==> config.mk <==
export PLATFORM = sky130hd
export DESIGN_NAME = dual_quadrature_knob_decoder_core
export DESIGN_NICKNAME = d
export VERILOG_FILES = /design/src/rtl/core/dqkd_pkg.sv /design/src/rtl/core/dual_quadrature_knob_decoder_core.sv /design/src/rtl/core/dqkd_knob.sv
export SDC_FILE = /design/constraint.sdc
export NUM_CORES = 1
export LEC_CHECK = 0
export BUFFER_PORTS_ARGS = -buffer_cell sky130_fd_sc_hd__buf_2
export CORE_ASPECT_RATIO = 0.7
export CORE_UTILIZATION = 61
export CTS_CLUSTER_DIAMETER = 100
export DETAILED_ROUTE_END_ITERATION = 12
export PLACE_DENSITY = 0.82
export RECOVER_POWER = 25
export SLEW_MARGIN = 20
export SYNTH_ARGS = -nofsm -noshare
export SYNTH_HDL_FRONTEND = slang
export SYNTH_SLANG_ARGS = --single-unit
export TNS_END_PERCENT = 100
==> constraint.sdc <==
create_clock -name clk_i -period 14.3 [get_ports clk_i]
set_clock_uncertainty 0.1 [all_clocks]
set_input_delay 1.43 -clock clk_i [delete_from_list [all_inputs] [get_ports clk_i]]
set_output_delay 1.43 -clock clk_i [all_outputs]
set_load 0.02 [all_outputs]
==> src/rtl/core/dqkd_pkg.sv <==
// Shared types, constants and helpers for the dual quadrature knob decoder.
`timescale 1ns / 1ps

package dqkd_pkg;

  // Width of the running knob counters; totals report the low 16 bits.
  localparam int unsigned CountWidth = 16;

  localparam int unsigned SpeedWidth = 5;
  localparam int unsigned HistWidth  = 8;
  localparam int unsigned TotalWidth = 16;

  // Configuration register indexes.
  localparam logic CfgSmallSpeed = 1'b0;
  localparam logic CfgTuneSpeed  = 1'b1;

  // Speed register reset value and history reset value.
  localparam logic [SpeedWidth-1:0] SpeedReset = SpeedWidth'(1);
  localparam logic signed [HistWidth-1:0] HistReset = HistWidth'(5);

  // Step codes.
  localparam logic signed [1:0] StepNone = 2'sb00;
  localparam logic signed [1:0] StepPos  = 2'sb01;
  localparam logic signed [1:0] StepNeg  = 2'sb11;

  // Gray-code move distances.
  localparam logic [1:0] MoveFwd  = 2'd1;
  localparam logic [1:0] MoveBack = 2'd3;

  // One knob's sample pair from a single word.
  typedef struct packed {
    logic [1:0] first;
    logic [1:0] settled;
  } knob_sample_t;

  // Position of an A/B level in the gray sequence 0,1,3,2.
  function automatic logic [1:0] gray_pos(input logic [1:0] level);
    logic [1:0] pos;
    case (level)
      2'd0:    pos = 2'd0;
      2'd1:    pos = 2'd1;
      2'd3:    pos = 2'd2;
      2'd2:    pos = 2'd3;
      default: pos = 2'd0;
    endcase
    return pos;
  endfunction

endpackage

==> src/rtl/core/dual_quadrature_knob_decoder_core.sv <==
// Top level: input register, two knob decoders, counters and result register.
//
//   channel | direction | handshake              | payload
//   in      | to block  | in_valid_i/in_stall_o  | small/tune first and settled samples
//   out     | from block| out_valid_o/out_stall_i| small/tune step and total
//   cfg     | to block  | cfg_we_i               | cfg_idx_i, cfg_data_i
//
// An accepted word passes through the input register and then the result
// register. One word per cycle is sustained while the result is not stalled;
// the knob state and counters update as a word moves into the result register.
// Reset clears counters, knob levels and both valid flags; speeds reset to 1, histories to 5.
// A stalled result holds; the input register still fills behind it.
`timescale 1ns / 1ps

module dual_quadrature_knob_decoder_core
  import dqkd_pkg::*;
(
  input  logic                         clk_i,
  input  logic                         rst_ni,
  input  logic                         cfg_we_i,
  input  logic                         cfg_idx_i,
  input  logic [SpeedWidth-1:0]        cfg_data_i,
  input  logic                         in_valid_i,
  output logic                         in_stall_o,
  input  logic [1:0]                   small_first_sample_i,
  input  logic [1:0]                   small_settled_sample_i,
  input  logic [1:0]                   tune_first_sample_i,
  input  logic [1:0]                   tune_settled_sample_i,
  output logic                         out_valid_o,
  input  logic                         out_stall_i,
  output logic signed [1:0]            small_step_o,
  output logic signed [1:0]            tune_step_o,
  output logic signed [TotalWidth-1:0] small_total_o,
  output logic signed [TotalWidth-1:0] tune_total_o
);

  logic                  in_valid_q;
  knob_sample_t          small_q, tune_q;
  logic                  move;
  logic                  in_take;
  logic [SpeedWidth-1:0] small_speed_q, tune_speed_q;
  logic signed [1:0]     small_step, tune_step;
  logic [CountWidth-1:0] small_count_q, small_count_d;
  logic [CountWidth-1:0] tune_count_q, tune_count_d;
  logic                  out_valid_q;
  logic signed [1:0]     small_step_q, tune_step_q;

  // Move a word forward when the result register is free or draining
  assign move       = in_valid_q && (!out_valid_q || !out_stall_i);
  assign in_stall_o = in_valid_q && out_valid_q && out_stall_i;
  assign in_take    = in_valid_i && !in_stall_o;

  // Write speed registers
  always_ff @(posedge clk_i or negedge rst_ni) begin
    if (!rst_ni) begin
      small_speed_q <= SpeedReset;
      tune_speed_q  <= SpeedReset;
    end else if (cfg_we_i) begin
      case (cfg_idx_i)
        CfgSmallSpeed: small_speed_q <= cfg_data_i;
        CfgTuneSpeed:  tune_speed_q  <= cfg_data_i;
        default:       small_speed_q <= small_speed_q;
      endcase
    end
  end

  // Input register
  always_ff @(posedge clk_i or negedge rst_ni) begin
    if (!rst_ni) begin
      in_valid_q <= 1'b0;
    end else if (in_take) begin
      in_valid_q <= 1'b1;
    end else if (move) begin
      in_valid_q <= 1'b0;
    end
  end

  always_ff @(posedge clk_i) begin
    if (in_take) begin
      small_q <= '{first: small_first_sample_i, settled: small_settled_sample_i};
      tune_q  <= '{first: tune_first_sample_i, settled: tune_settled_sample_i};
    end
  end

  dqkd_knob u_small (
    .clk_i    (clk_i),
    .rst_ni   (rst_ni),
    .en_i     (move),
    .sample_i (small_q),
    .speed_i  (small_speed_q),
    .step_o   (small_step)
  );

  dqkd_knob u_tune (
    .clk_i    (clk_i),
    .rst_ni   (rst_ni),
    .en_i     (move),
    .sample_i (tune_q),
    .speed_i  (tune_speed_q),
    .step_o   (tune_step)
  );

  // Small knob counts against its step, tuning knob with it
  always_comb begin
    small_count_d = small_count_q;
    tune_count_d  = tune_count_q;
    if (small_step == StepNeg) begin
      small_count_d = small_count_q + CountWidth'(1);
    end else if (small_step == StepPos) begin
      small_count_d = small_count_q - CountWidth'(1);
    end
    if (tune_step == StepNeg) begin
      tune_count_d = tune_count_q - CountWidth'(1);
    end else if (tune_step == StepPos) begin
      tune_count_d = tune_count_q + CountWidth'(1);
    end
  end

  always_ff @(posedge clk_i or negedge rst_ni) begin
    if (!rst_ni) begin
      small_count_q <= '0;
      tune_count_q  <= '0;
    end else if (move) begin
      small_count_q <= small_count_d;
      tune_count_q  <= tune_count_d;
    end
  end

  // Result register
  always_ff @(posedge clk_i or negedge rst_ni) begin
    if (!rst_ni) begin
      out_valid_q <= 1'b0;
    end else if (move) begin
      out_valid_q <= 1'b1;
    end else if (!out_stall_i) begin
      out_valid_q <= 1'b0;
    end
  end

  always_ff @(posedge clk_i) begin
    if (move) begin
      small_step_q <= small_step;
      tune_step_q  <= tune_step;
    end
  end

  assign out_valid_o   = out_valid_q;
  assign small_step_o  = small_step_q;
  assign tune_step_o   = tune_step_q;
  assign small_total_o = signed'(TotalWidth'(small_count_q));
  assign tune_total_o  = signed'(TotalWidth'(tune_count_q));

  // Checks
  a_stall_needs_word: assert property (@(posedge clk_i) disable iff (!rst_ni)
    in_stall_o |-> in_valid_q)
    else $error("input stalled with empty input register");

  a_unsettled_no_step: assert property (@(posedge clk_i) disable iff (!rst_ni)
    (move && (small_q.first != small_q.settled)) |=> (small_step_o == StepNone))
    else $error("unsettled small knob sample produced a step");

  a_counts_hold: assert property (@(posedge clk_i) disable iff (!rst_ni)
    !move |=> ($stable(small_count_q) && $stable(tune_count_q)))
    else $error("counter changed without a word moving");

  a_step_code: assert property (@(posedge clk_i) disable iff (!rst_ni)
    out_valid_o |-> (tune_step_o != 2'sb10 && small_step_o != 2'sb10))
    else $error("invalid step code on output");

endmodule

==> src/rtl/core/dqkd_knob.sv <==
// Per-knob gray-code decoder with level and history state.
`timescale 1ns / 1ps

module dqkd_knob
  import dqkd_pkg::*;
(
  input  logic                  clk_i,
  input  logic                  rst_ni,
  input  logic                  en_i,
  input  knob_sample_t          sample_i,
  input  logic [SpeedWidth-1:0] speed_i,
  output logic signed [1:0]     step_o
);

  logic [1:0]                  last_q, last_d;
  logic signed [HistWidth-1:0] hist_q, hist_d;
  logic signed [HistWidth-1:0] moved;
  logic signed [HistWidth-1:0] lim;
  logic signed [HistWidth-1:0] neg_lim;
  logic [1:0]                  diff;
  logic                        take;

  // Accept a settled sample that differs from the last level
  assign take = (sample_i.first == sample_i.settled) && (sample_i.first != last_q);
  assign diff = gray_pos(sample_i.first) - gray_pos(last_q);
  assign lim     = signed'({{(HistWidth-SpeedWidth){1'b0}}, speed_i});
  assign neg_lim = -lim;

  // Advance history and test against the speed threshold
  always_comb begin
    last_d = last_q;
    hist_d = hist_q;
    step_o = StepNone;
    moved  = hist_q;
    if (diff == MoveFwd) begin
      moved = hist_q + HistWidth'(1);
    end else if (diff == MoveBack) begin
      moved = hist_q - HistWidth'(1);
    end
    if (take) begin
      last_d = sample_i.first;
      hist_d = moved;
      if (moved > lim) begin
        hist_d = '0;
        step_o = StepPos;
      end else if (moved < neg_lim) begin
        hist_d = '0;
        step_o = StepNeg;
      end
    end
  end

  // Hold state unless a word moves through
  always_ff @(posedge clk_i or negedge rst_ni) begin
    if (!rst_ni) begin
      last_q <= 2'd0;
      hist_q <= HistReset;
    end else if (en_i) begin
      last_q <= last_d;
      hist_q <= hist_d;
    end
  end

endmodule

; ---- After elaboration in Yosys (flattened, before gate mapping)
; Index checks and enable logic that the tools add are counted.
; Widths: inputs -> output; s select.
[classes]
add_sub_neg = 12
n_reduce_logical = 23
bitwise = 1
n_mux = 26
eq_ne = 25
order_cmp = 4
[ops]
columns = op, n
row1 = $mux 16, 4
row2 = $mux 8, 8
row3 = $add 16x1->16 const B, 2
row4 = $pmux 2 s4, 4
row5 = $sub 16x1->16 const B, 2
row6 = $eq 2x2->1 const B, 12
row7 = $add 8x2->8 const B, 2
row8 = $eq 2x1->1 const B, 8
row9 = $gt 8x6->1, 2
row10 = $lt 8x8->1, 2
row11 = $neg 5->8, 2
row12 = $sub 8x2->8 const B, 2
row13 = $mux 2, 6
row14 = $reduce_and 2->1, 6
row15 = $logic_not 2->1, 4
row16 = $logic_and 1x1->1, 6
row17 = $reduce_bool 2->1, 3
row18 = $eq 2x2->1, 2
row19 = $mux 1, 4
row20 = $ne 2x2->1, 2
row21 = $sub 2x2->2, 2
row22 = $logic_not 1->1, 3
row23 = $ne 2x1->1 const B, 1
row24 = $logic_or 1x1->1, 1
row25 = $not 1->1, 1
[word_totals]
output_inout_bits = 38
inputBits = 19
wordCells = 107
reg_bits = 76

; ---- Longest topological paths before layout
; Gate-level depths: netlist (run 1).
[logic_depth]
depth_word = 13
depth_mapped = 27

; ---- Modules after synthesis
; A second synthesis (run 1) with hierarchy kept.
[unflattened]
hier_cells = 660
hier_area_um2 = 6013.3
[modules_own_cells]
columns = mod, area_per_inst_um2, seq_area_each_um2, cells_per_inst, n_inst
row1 = dual_quadrature_knob_decoder_core, 3320.7, 1463.9, 332, 1
row2 = dqkd_knob, 1346.3, 252.7, 164, 2

; ---- Least setup slack after synthesis (run 1)
; OpenSTA, ideal clock, no wires.
[synth_path]
kind = register to register
startpoint = reg tune_q[2] in the netlist's numbering
endpoint = reg tune_count_q[14] (netlist: tune_total_o[14])
arrival_ps = 6063
period_less_slack_ps = 6288
path_stages_with_launch = 24
path_slack_ps = 8012
t_required_ps = 14075
cell_sequence = edfxtp_1 -> inv_1 -> ha_1 -> inv_1 -> ha_1 -> xnor3_2 -> or4_1 -> a21oi_1 -> xor2_1 -> ha_1 -> o21a_1 -> o21a_1 -> o21ai_0 -> a21oi_1 -> nor3_1 -> ha_1 -> a21oi_1 -> nor3b_1 -> a221o_1 -> a31oi_1 -> o21a_1 -> nor2_1 -> xnor2_1 -> mux2_2
[synth_via]
elab_chain_len = 13
word_cells_on_any_way = 23
classes_between = 1 x add/sub / 2 x order compare / 9 x eq/ne / 7 x mux / 4 x reduce/logical
[synth_lines]
columns = item, line
row1 = start: declaration, dual_quadrature_knob_decoder_core.sv:38  ; knob_sample_t small_q, tune_q;
row2 = start signal: assignment, dual_quadrature_knob_decoder_core.sv:81  ; tune_q <= '{first: tune_first_sample_i, settled: tune_settled_sample_i};
row3 = "$eq 2x2->1, or another cell as far along", dqkd_pkg.sv:39  ; case (level)
row4 = $pmux 2 s4, dqkd_pkg.sv:39
row5 = $sub 2x2->2, dqkd_knob.sv:25  ; assign diff = gray_pos(sample_i.first) - gray_pos(last_q);
row6 = $eq 2x2->1, dqkd_knob.sv:37  ; end else if (diff == MoveBack) begin
row7 = $mux 8, dqkd_knob.sv:37
row8 = $mux 8, dqkd_knob.sv:35  ; if (diff == MoveFwd) begin
row9 = $lt 8x8->1, dqkd_knob.sv:46  ; end else if (moved < neg_lim) begin
row10 = $mux 2, dqkd_knob.sv:46
row11 = $mux 2, dqkd_knob.sv:43  ; if (moved > lim) begin
row12 = $mux 2 (*), dqkd_knob.sv:40  ; if (take) begin
row13 = $eq 2x1->1 or $eq 2x2->1 (tied branches), "dual_quadrature_knob_decoder_core.sv:112, dual_quadrature_knob_decoder_core.sv:114"
row14 = $reduce_bool 2->1 (no source line), --
row15 = $reduce_and 2->1 (no source line), --
row16 = end signal: assignment, dual_quadrature_knob_decoder_core.sv:125  ; tune_count_q <= tune_count_d;
row17 = end: declaration, dual_quadrature_knob_decoder_core.sv:44  ; logic [CountWidth-1:0] tune_count_q, tune_count_d;
; Every way passes the cells marked *; elsewhere a longest branch is shown, timed or not.
; A chain may end at the register's enable or synchronous reset.

; ---- Worst setup path after layout (run 1)
[layout_path]
startpoint = reg small_q[2] in the netlist's numbering
endpoint = reg small_count_q[10] (netlist: small_total_o[10])
[layout_via]
elab_chain_len = 13
word_cells_on_any_way = 23
classes_between = 1 x add/sub / 2 x order compare / 9 x eq/ne / 7 x mux / 4 x reduce/logical
[layout_lines]
columns = item, line
row1 = start: declaration, dual_quadrature_knob_decoder_core.sv:38
row2 = start signal: assignment, dual_quadrature_knob_decoder_core.sv:80  ; small_q <= '{first: small_first_sample_i, settled: small_settled_sample_i};
row3 = "$eq 2x2->1, or another cell as far along", dqkd_pkg.sv:39
row4 = $pmux 2 s4, dqkd_pkg.sv:39
row5 = $sub 2x2->2, dqkd_knob.sv:25
row6 = $eq 2x2->1, dqkd_knob.sv:37
row7 = $mux 8, dqkd_knob.sv:37
row8 = $mux 8, dqkd_knob.sv:35
row9 = $lt 8x8->1, dqkd_knob.sv:46
row10 = $mux 2, dqkd_knob.sv:46
row11 = $mux 2, dqkd_knob.sv:43
row12 = $mux 2 (*), dqkd_knob.sv:40
row13 = $eq 2x1->1 or $eq 2x2->1 (tied branches), "dual_quadrature_knob_decoder_core.sv:107, dual_quadrature_knob_decoder_core.sv:109"
row14 = $reduce_bool 2->1 (no source line), --
row15 = $reduce_and 2->1 (no source line), --
row16 = end signal: assignment, dual_quadrature_knob_decoder_core.sv:124  ; small_count_q <= small_count_d;
row17 = end: declaration, dual_quadrature_knob_decoder_core.sv:43  ; logic [CountWidth-1:0] small_count_q, small_count_d;
; Marked as above.

==> results.toml, run 1 <==
[run_status]
outcome = "finished with violations"
violations = "capacitance limit, slew limit"

[synth]
synth_warnings = 0
synth_edf_count = 12
synth.distinct_cells = 61
syn-cell-area_um2 = 5940
avgSynthCellArea_um2 = 9.52
yosysTopAreaCellShare_pct = 24.4
synth-main-ff-cell = "dfrtp_1"
synth_area_leaders = "dfrtp_1, ha_1, edfxtp_1"
synth_seq_area_share_pct = 33.2
yosysTopAreaCell = "dfrtp_1"
synth_nets = 718
ys_ff_latch = 76
synth-async-reset-ratio_pct = 84.2
netlist_instances = 624

[global_routing]
grt_pass1_vias = 4889
grt_pass1_wl_um = 22800
grtUsageTotal_pct = 28.2
antenna_found_initial = 0
grt_overflow = 0
grt_max_degree = 65

[critical_path]
cp_max_fo = 15
cp_data_arrival_time_ns = 7.09
r2r_setup_slack_ns = 7.34
startpoint_type = "flop"
crit_required_ns = 14.43
rr_startpoint = "small_q[2]"
r2r_cells = 24
worstSetupPathType = "reg2reg"
r2r_end = "small_total_o[10]"
crit_path_end_kind = "flop"

[final_layout]
nNetsFinal = 774
areaGrowthSynthToFinish_pct = 11.3
final_area_um2 = 6610
drive_gt1_share_pct = 17.1
fill_cells = 681
antenna_cells = 0

[floorplan]
row_count = 29
fp.coreArea_um2 = 9250
die_x_um = 120
dieHeight_um = 84.6
die_area_um2 = 10100
start_util_pct = 64.2
io-pin-count = 57

[clock_network]
clock-sinks = 76
clockRootBuffer = "clkbuf_16"
ctsLongestPathBuffers = 2
post_cts_resize_count = 0
cts_buffers = 9
postCtsHoldBufs = 0
ctsHtreeMaxLevel = 3
worstSkewPairLatency_ns = 0.34
clkTransAtPathRegs_ns = 0.06
cts_tree = "yes"
post-cts-setup-buffer-count = 0

[pwr]
p_total_mw = 1.72
ir_drop_v = 0.000136
power_frac_seq_pct = 22.1
switching_share_pct = 47.6
power.density_nw_per_um2 = 260
p_sw_mw = 0.817
power_frac_comb_pct = 65.2
leakagePower_nw = 3.21
clkPwrFrac_pct = 12.7
p_int_mw = 0.899

[detailed_routing]
drtIter0Drc = 336
ant_nets = 0
dr.pass1.iters = 5
drc_errors = 0
post_drt_wl_per_cell_um = 16.3
wl_um = 13200
vias_per_cell = 6.03
num_vias = 4876

[placed_design]
dpl.hpwl_um = 9760
port_buffers = 56
gp_congestion = 0.864
placed_area_um2 = 6330

[hold_path]
hold_start = "small_total_o[15]"
whs_path_depth = 1
hold_class = "reg2reg"
worstHoldEndpoint = "small_total_o[15]"

[sta]
drv_slew = 65
tightestPinTransition_ns = 3.56
fmaxAchievable_mhz = 144
fin_crit_sh_pct = 48.7
finalHoldViolCount = 0
fin_crit_ns = 6.96
setup_violations = 0
max_slew_margin_pct = -137
tns_ns = 0
rsz0062_at_grt = "false"
whs_ns = 0.368

[run]
cap_viol_max_count = 1
[flip-flops by register name, summed over array words and instances (netlist names)]
| signal | cells |
|---|---|
| tune_total_o | 16 |
| tune_speed_q | 5 |
| small_step_o | 2 |
| small_speed_q | 5 |
| in_valid_q | 1 |
| tune_q | 4 |
| u_tune.hist_q | 8 |
| tune_step_o | 2 |
| out_valid_o | 1 |
| small_q | 4 |
| u_tune.last_q | 2 |
| small_total_o | 16 |
| u_small.last_q | 2 |
| u_small.hist_q | 8 |
[placed cells by master (no fill, tap or decap), drive strengths merged, types with 3 or more instances in the layout]
cell	n
ha	73
dfrtp	58
buf	55
nand2	53
inv	43
nor2	38
o21ai	36
xnor2	30
mux2	30
nand3	27
a21oi	27
xor2	24
clkbuf	18
nor3	17
edfxtp	12
o21bai	10
nor2b	9
a21o	9
mux2i	8
and3	7
o211ai	7
nand2b	7
o21a	6
o31ai	6
or3	6
dfstp	6
a211oi	6
or2	5
nand4	4
a31oi	4
nor3b	4
nor4	3
or4	3
o22ai	3
nand3b	3
a22o	3
[routing by layer]
metal / routed length [um] / global-route usage, % / vias up / part of all wire (%)
met5: 0 / 0 / - / 0
met4: 238 / 9.09 / 0 / 1.8
met3: 804 / 6.59 / 32 / 6.1
met2: 6190 / 46.0 / 154 / 47
met1: 5980 / 37.1 / 2344 / 45
li1: - / - / 2346 / -
[worst max-delay path by stage]
stage                     slack [ns]           endpoint        from  cells past startpoint
final                           7.34  small_total_o[10]  small_q[2]                     24
after detailed placement        7.51  small_total_o[14]  small_q[2]                     24
after CTS                       7.42  small_total_o[14]  small_q[2]                     24
after floorplan                 8.01   tune_total_o[14]   tune_q[2]                     23
after global routing            6.67  small_total_o[14]  small_q[2]                     24
after global placement          7.85  small_total_o[14]  small_q[2]                     24
[logic make-up (layout without fill, tap and decap cells)]
group,Yosys count,count (layout),share of synthesized area [%]
AO/OA/AOI/OAI,131,131,14.4
adder cells (fa/ha/maj),75,75,16.1
buffers and inverters,56,117,3.73
multiplexers,38,38,7.73
flip-flops,76,76,33.2
XOR/XNOR,56,56,8.87
AND/OR/NAND/NOR,192,192,16.1
[per-stage QoR]
stage | setup slack (ns) | utilization [%] | cells
global placement | 7.85 | 68.5 | 793
floorplan | 8.01 | - | 624
CTS | 7.42 | 71.5 | 809
detailed placement | 7.51 | 68.5 | 793
global route | 6.67 | 71.5 | 809
finish | 7.34 | 71.5 | 809
[power by group through the flow]
stage	registers, mW	logic, mW	clock network [mW]
floorplan	0.410	0.798	0
global placement	0.374	1.03	0
detailed placement	0.380	1.09	0
CTS	0.378	1.10	0.221
global route	0.391	1.23	0.229
finish	0.380	1.12	0.217
[final cells by class]
class / instances / area [um^2] / share of cell area, %
clock buffer: 15 / 278 / 4.20
timing repair buffer: 58 / 289 / 4.37
sequential: 76 / 1970 / 29.8
clock inverter: 1 / 5.00 / 0.0757
inverter: 43 / 161 / 2.44
multi-input combinational: 492 / 3750 / 56.8
tap: 124 / 155 / 2.35
[Yosys cell counts, types with 3 or more instances]
cell type and number:
inv_1 43, o21bai_1 9, a21o_1 9, mux2_2 20, nor2_1 37, nor2b_1 9
or2_2 5, dfstp_2 6, clkbuf_1 11, or4_1 3, o21a_1 6, mux2_4 10
o22ai_1 3, a31oi_1 4, xnor2_1 29, a211oi_1 5, edfxtp_1 12, nand4_1 4
nand3_1 27, and3_1 7, xor2_1 24, or3_1 6, ha_1 73, a21oi_1 27
o21ai_0 36, o211ai_1 7, nand2_1 53, mux2i_1 7, nor3b_1 4, a22o_1 3
o31ai_1 6, nor3_1 17, nor4_1 3, dfrtp_1 58, nand2b_1 7, nand3b_1 3
[critical path, cell delays in order (launching register included)]
cell and delay [ns]:
edfxtp_1 0.45, inv_1 0.13, ha_1 0.24, inv_1 0.06
ha_1 0.16, xnor3_1 0.58, or4b_2 0.70, a21oi_1 0.24
xor2_1 0.27, ha_1 0.27, o21ai_0 0.16, a21oi_1 0.08
o31ai_1 0.62, nand2_1 0.14, nor2_1 0.21, inv_1 0.30
ha_1 0.43, nor2b_1 0.15, o21ai_0 0.22, a21boi_0 0.24
o311a_1 0.40, o21ai_0 0.24, mux2i_1 0.21, a21oi_1 0.08
a21o_1 0.18
Power figures use the tool's default switching activity.
==> run 2, diff against run 1 <==
--- a/config.mk
+++ b/config.mk
@@ -5,6 +5,7 @@
 export SDC_FILE = /design/constraint.sdc
 export NUM_CORES = 1
 export LEC_CHECK = 0
+export ABC_AREA = 1
 export BUFFER_PORTS_ARGS = -buffer_cell sky130_fd_sc_hd__buf_2
 export CORE_ASPECT_RATIO = 0.7
 export CORE_UTILIZATION = 61
==> constraint.sdc (replaced) <==
create_clock -name clk_i -period 7 [get_ports clk_i]
set_clock_uncertainty 0.1 [all_clocks]
set_input_delay 0.7 -clock clk_i [delete_from_list [all_inputs] [get_ports clk_i]]
set_output_delay 0.7 -clock clk_i [all_outputs]
set_load 0.02 [all_outputs]
==> results.toml, run 2 <==
[run_status]
outcome = "finished with violations"
violations = "capacitance limit, slew limit"

[floorplan]
fp.coreArea_um2 = 9330
die_area_um2 = 10300
die_x_um = 121
start_util_pct = 64.6
dieHeight_um = 85.2
io-pin-count = 57
row_count = 29

[synth]
synth.distinct_cells = 45
netlist_instances = 741
synth_area_leaders = "dfrtp_1, ha_1, nand2_1"
synth_common_cells = "nand2_1, inv_1, ha_1"
synth_warnings = 0
yosysMostFrequentCell = "nand2_1"
yosysTopAreaCell = "dfrtp_1"
synth_nets = 835
synth-async-reset-ratio_pct = 84.2
yosysTopAreaCellShare_pct = 24.1
syn-cell-area_um2 = 6030
ys_ff_latch = 76
synth_seq_area_share_pct = 32.7
avgSynthCellArea_um2 = 8.13
synth-main-ff-cell = "dfrtp_1"
synth_edf_count = 12

[run]
cap_viol_max_count = 1

[detailed_routing]
post_drt_wl_per_cell_um = 14.6
drc_errors = 0
vias_per_cell = 5.60
ant_nets = 0
wl_um = 13600
drtIter0Drc = 366
dr.pass1.iters = 5
num_vias = 5218

[critical_path]
worstSetupPathType = "reg2reg"
cp_data_arrival_time_ns = 6.03
r2r_setup_slack_ns = 1.09
cpPeakStageDelay_ns = 0.55
crit_required_ns = 7.12
crit_path_end_kind = "flop"
cp.depth = 28
cp_slowest_cell = "ha_1"
cp.buffers_inverters = 6
cp_top_family = "simple AND/OR/NAND/NOR gates"
startpoint_type = "flop"
cp_max_fo = 18
cp_common_cell = "nand2_1"
r2r_cells = 28

[global_routing]
grt_overflow = 0
grtUsageTotal_pct = 28.0
grt_pass1_wl_um = 22900
grt_pass1_vias = 4949
grt_max_degree = 65
antenna_found_initial = 0

[clock_network]
clock-sinks = 76
clkTransAtPathRegs_ns = 0.06
cts_tree = "yes"
cts_buffers = 9
worstSkewPairLatency_ns = 0.34
ctsHtreeMaxLevel = 3
post_cts_resize_count = 0
ctsLongestPathBuffers = 2
post-cts-setup-buffer-count = 0
clockRootBuffer = "clkbuf_16"
postCtsHoldBufs = 0

[sta]
tightestPinTransition_ns = 3.47
tns_ns = 0
drv_slew = 65
fmaxAchievable_mhz = 169
max_slew_margin_pct = -131
finalHoldViolCount = 0
rsz0062_at_grt = "false"
setup_violations = 0
fin_crit_sh_pct = 84.4
fin_crit_ns = 5.91

[placed_design]
port_buffers = 56
gp_congestion = 0.947
placed_area_um2 = 6420
dpl.hpwl_um = 10500

[final_layout]
final_area_um2 = 6710
drive_gt1_share_pct = 16.8
nNetsFinal = 897
areaGrowthSynthToFinish_pct = 11.3
mostFrequentLayoutCell = "nand2_1"
antenna_cells = 0
fill_cells = 703
layout_common_cells = "nand2_1, inv_1, ha_1"

[hold_path]
hold_class = "reg2reg"
whs_path_depth = 2
run 2: cells by family (layout without fill, tap and decap cells):
family,Yosys count,in the layout,synth area share [%]
buffers and inverters,122,189,8.18
adder cells (fa/ha/maj),75,75,15.8
XOR/XNOR,46,46,6.68
flip-flops,76,76,32.7
AO/OA/AOI/OAI,155,155,16.1
AND/OR/NAND/NOR,267,267,20.5
run 2: metrics by stage:
stage                     worst slack, ns  std cells  hold WS, ns  utilization, %
after floorplan                      2.14        741        0.304               -
after global placement               1.36        916        0.361            68.8
after detailed placement             1.29        916        0.385            68.8
after CTS                            1.21        932        0.408            72.0
after global routing                0.598        932        0.420            71.9
final                                1.09        932        0.406            71.9
run 2: final cells by class:
class / instances / area, um^2 / area share, %
well taps: 124 / 155 / 2.31
clock inverters: 5 / 52.6 / 0.783
multi-input cells: 543 / 3560 / 53.1
inverters: 116 / 440 / 6.57
repair buffers: 57 / 283 / 4.22
flip-flops and latches: 76 / 1970 / 29.4
clock buffers: 11 / 243 / 3.62
run 2: path summary, 6_finish.rpt:
kind                       startpoint                 to
min reg2reg                in_valid_q        out_valid_o
min in group asynchronous      rst_ni  u_small.hist_q[1]
max                        small_q[2]  small_total_o[12]
max reg2reg                small_q[2]  small_total_o[12]
min                        in_valid_q        out_valid_o
max in group asynchronous      rst_ni   small_total_o[6]
run 2: worst register-to-register path, delay by kind of cell, from the launching register on:
family,cells,cell delay (ns)
flip-flops,1,0.44
AO/OA/AOI/OAI,6,1.42
adder cells (fa/ha/maj),4,1.52
buffers and inverters,6,0.54
XOR/XNOR,1,0.11
AND/OR/NAND/NOR,11,1.66
run 2: layer usage:
| layer | GRT usage (%) | share of wire [%] |
|---|---|---|
| met5 | 0 | 0 |
| met4 | 7.52 | 1.7 |
| met2 | 45.6 | 46 |
| met3 | 5.17 | 6.4 |
| met1 | 38.6 | 46 |
Power of run 2 is not shown: default switching activity piles up to over one toggle a cycle in this logic, so the estimate is an artifact.
==> run 3, diff against run 2 <==
--- a/config.mk
+++ b/config.mk
@@ -8,10 +8,10 @@
 export ABC_AREA = 1
 export BUFFER_PORTS_ARGS = -buffer_cell sky130_fd_sc_hd__buf_2
 export CORE_ASPECT_RATIO = 0.7
-export CORE_UTILIZATION = 61
+export CORE_UTILIZATION = 55
 export CTS_CLUSTER_DIAMETER = 100
 export DETAILED_ROUTE_END_ITERATION = 12
-export PLACE_DENSITY = 0.82
+export PLACE_DENSITY = 0.78
 export RECOVER_POWER = 25
 export SLEW_MARGIN = 20
 export SYNTH_ARGS = -nofsm -noshare
==> constraint.sdc (replaced) <==
create_clock -name clk_i -period 5.1 [get_ports clk_i]
set_clock_uncertainty 0.1 [all_clocks]
set_input_delay 0.51 -clock clk_i [delete_from_list [all_inputs] [get_ports clk_i]]
set_output_delay 0.51 -clock clk_i [all_outputs]
set_load 0.02 [all_outputs]
==> results.toml, run 3 (synthesis gave the netlist of run 2 again) <==
[clock_network]
clock-sinks = 76
cts_tree = "yes"
worstSkewPairLatency_ns = 0.34
ctsHtreeMaxLevel = 3
cts_buffers = 9
clockRootBuffer = "clkbuf_16"
clkTransAtPathRegs_ns = 0.06
postCtsHoldBufs = 0
ctsLongestPathBuffers = 2

[placed_design]
placed_area_um2 = 6550
dpl.hpwl_um = 10700
gp_congestion = 0.973
port_buffers = 56
dpl_worst_slack_ns = -0.160
place_inst = 954

[final_layout]
fin_cells = 996
areaGrowthSynthToFinish_pct = 24.2
multiInputGateArea_um2 = 3930
antenna_cells = 0
layout.area.seq_um2 = 1970
nNetsFinal = 937
fill_cells = 745
drive_gt1_share_pct = 28.7
mostFrequentLayoutCell = "nand2_1"
layout_common_cells = "nand2_1, inv_1, dfrtp_1"
final_area_um2 = 7490

[detailed_routing]
drc_errors = 0
ant_nets = 0
post_drt_wl_per_cell_um = 15.4
num_vias = 5539
wl_um = 15300
vias_per_cell = 5.56
dr.pass1.iters = 5
drtIter0Drc = 415

[global_routing]
antenna_found_initial = 0
grt_overflow = 0
grt_pass1_vias = 5040
grt_max_degree = 65
grt_pass1_wl_um = 23400
grtUsageTotal_pct = 26.0

[sta]
drv_slew = 65
fin_crit_sh_pct = 97.3
finalHoldViolCount = 0
whs_ns = 0.240
fin_crit_ns = 4.96
setup_violations = 0
tightestPinTransition_ns = 3.59
setup_ws_ns = 0.140
max_slew_margin_pct = -140
rsz0062_at_grt = "true"
fmaxAchievable_mhz = 202

[critical_path]
crit_required_ns = 5.24
startpoint_type = "flop"
cp_data_arrival_time_ns = 5.10
cp_max_fo = 5
worstSetupPathType = "reg2reg"
cp_slowest_cell = "dfrtp_1"
cpPeakStageDelay_ns = 0.40
crit_path_end_kind = "flop"

[floorplan]
start_util_pct = 57.3
die_x_um = 127
fp.coreArea_um2 = 10500
row_count = 31
dieHeight_um = 89.6
io-pin-count = 57
die_area_um2 = 11400

[run_status]
outcome = "finished with violations"
violations = "capacitance limit, slew limit"

[hold_path]
hold_class = "in2reg"

[run]
cap_viol_max_count = 1
[run 3: cell types whose count changed in the layout (fill, tap and decap cells not counted), sizes merged]
cell,before,now
buf,55,95
bufinv,1,3
clkbuf,13,12
clkinv,3,2
clkinvlp,1,2
inv,116,115
[run 3: layer usage]
layer	track usage, %	wire length (um)
met1	34.4	6940
met2	43.5	7230
met3	5.57	917
met4	8.01	246
met5	0	0
[run 3: final cells by class]
cell class | count | area share (%)
flip-flops and latches | 76 | 26.3
repair buffers | 96 | 8.09
repair inverters | 1 | 0.100
multi-input cells | 543 | 52.4
well taps | 148 | 2.47
clock buffers | 11 | 3.24
clock inverters | 5 | 1.34
inverters | 116 | 6.03
[run 3: critical path, delay by kind of cell, from the launching register on]
kind,cells,cell delay [ns]
fa+ha+maj,3,0.78
simple gates,16,1.44
xor+xnor,1,0.22
compound gates,8,1.16
buf+inv,8,0.77
flops,1,0.40
[run 3: worst paths after layout]
kind | slack [ns] | depth (start not counted) | startpoint | end
max | 0.14 | 36 | u_tune.last_q[1] | tune_total_o[15]
min | 0.24 | 1 | tune_settled_sample_i[0] | tune_q[0]
max reg2reg | 0.14 | 36 | u_tune.last_q[1] | tune_total_o[15]
min reg2reg | 0.39 | 2 | small_speed_q[1] | small_speed_q[1]
max in group asynchronous | 1.48 | 2 | rst_ni | u_small.last_q[1]
min in group asynchronous | 1.39 | 2 | rst_ni | in_valid_q
[run 3: timing repair]
item                       CTS  global route
setup endpoints to repair    9            19
gates resized for setup     14            77
pin swaps                    2            40
setup buffers                2            23
cloned                       1             0
[run 3: per-stage QoR]
step | TNS [ns] | util (%)
floorplan | 0 | -
global placement | -0.0142 | 62.3
detailed placement | -0.674 | 62.3
CTS | 0 | 66.6
global route | -0.455 | 71.2
finish | 0 | 71.2
Power of run 3 is left out for the same reason.
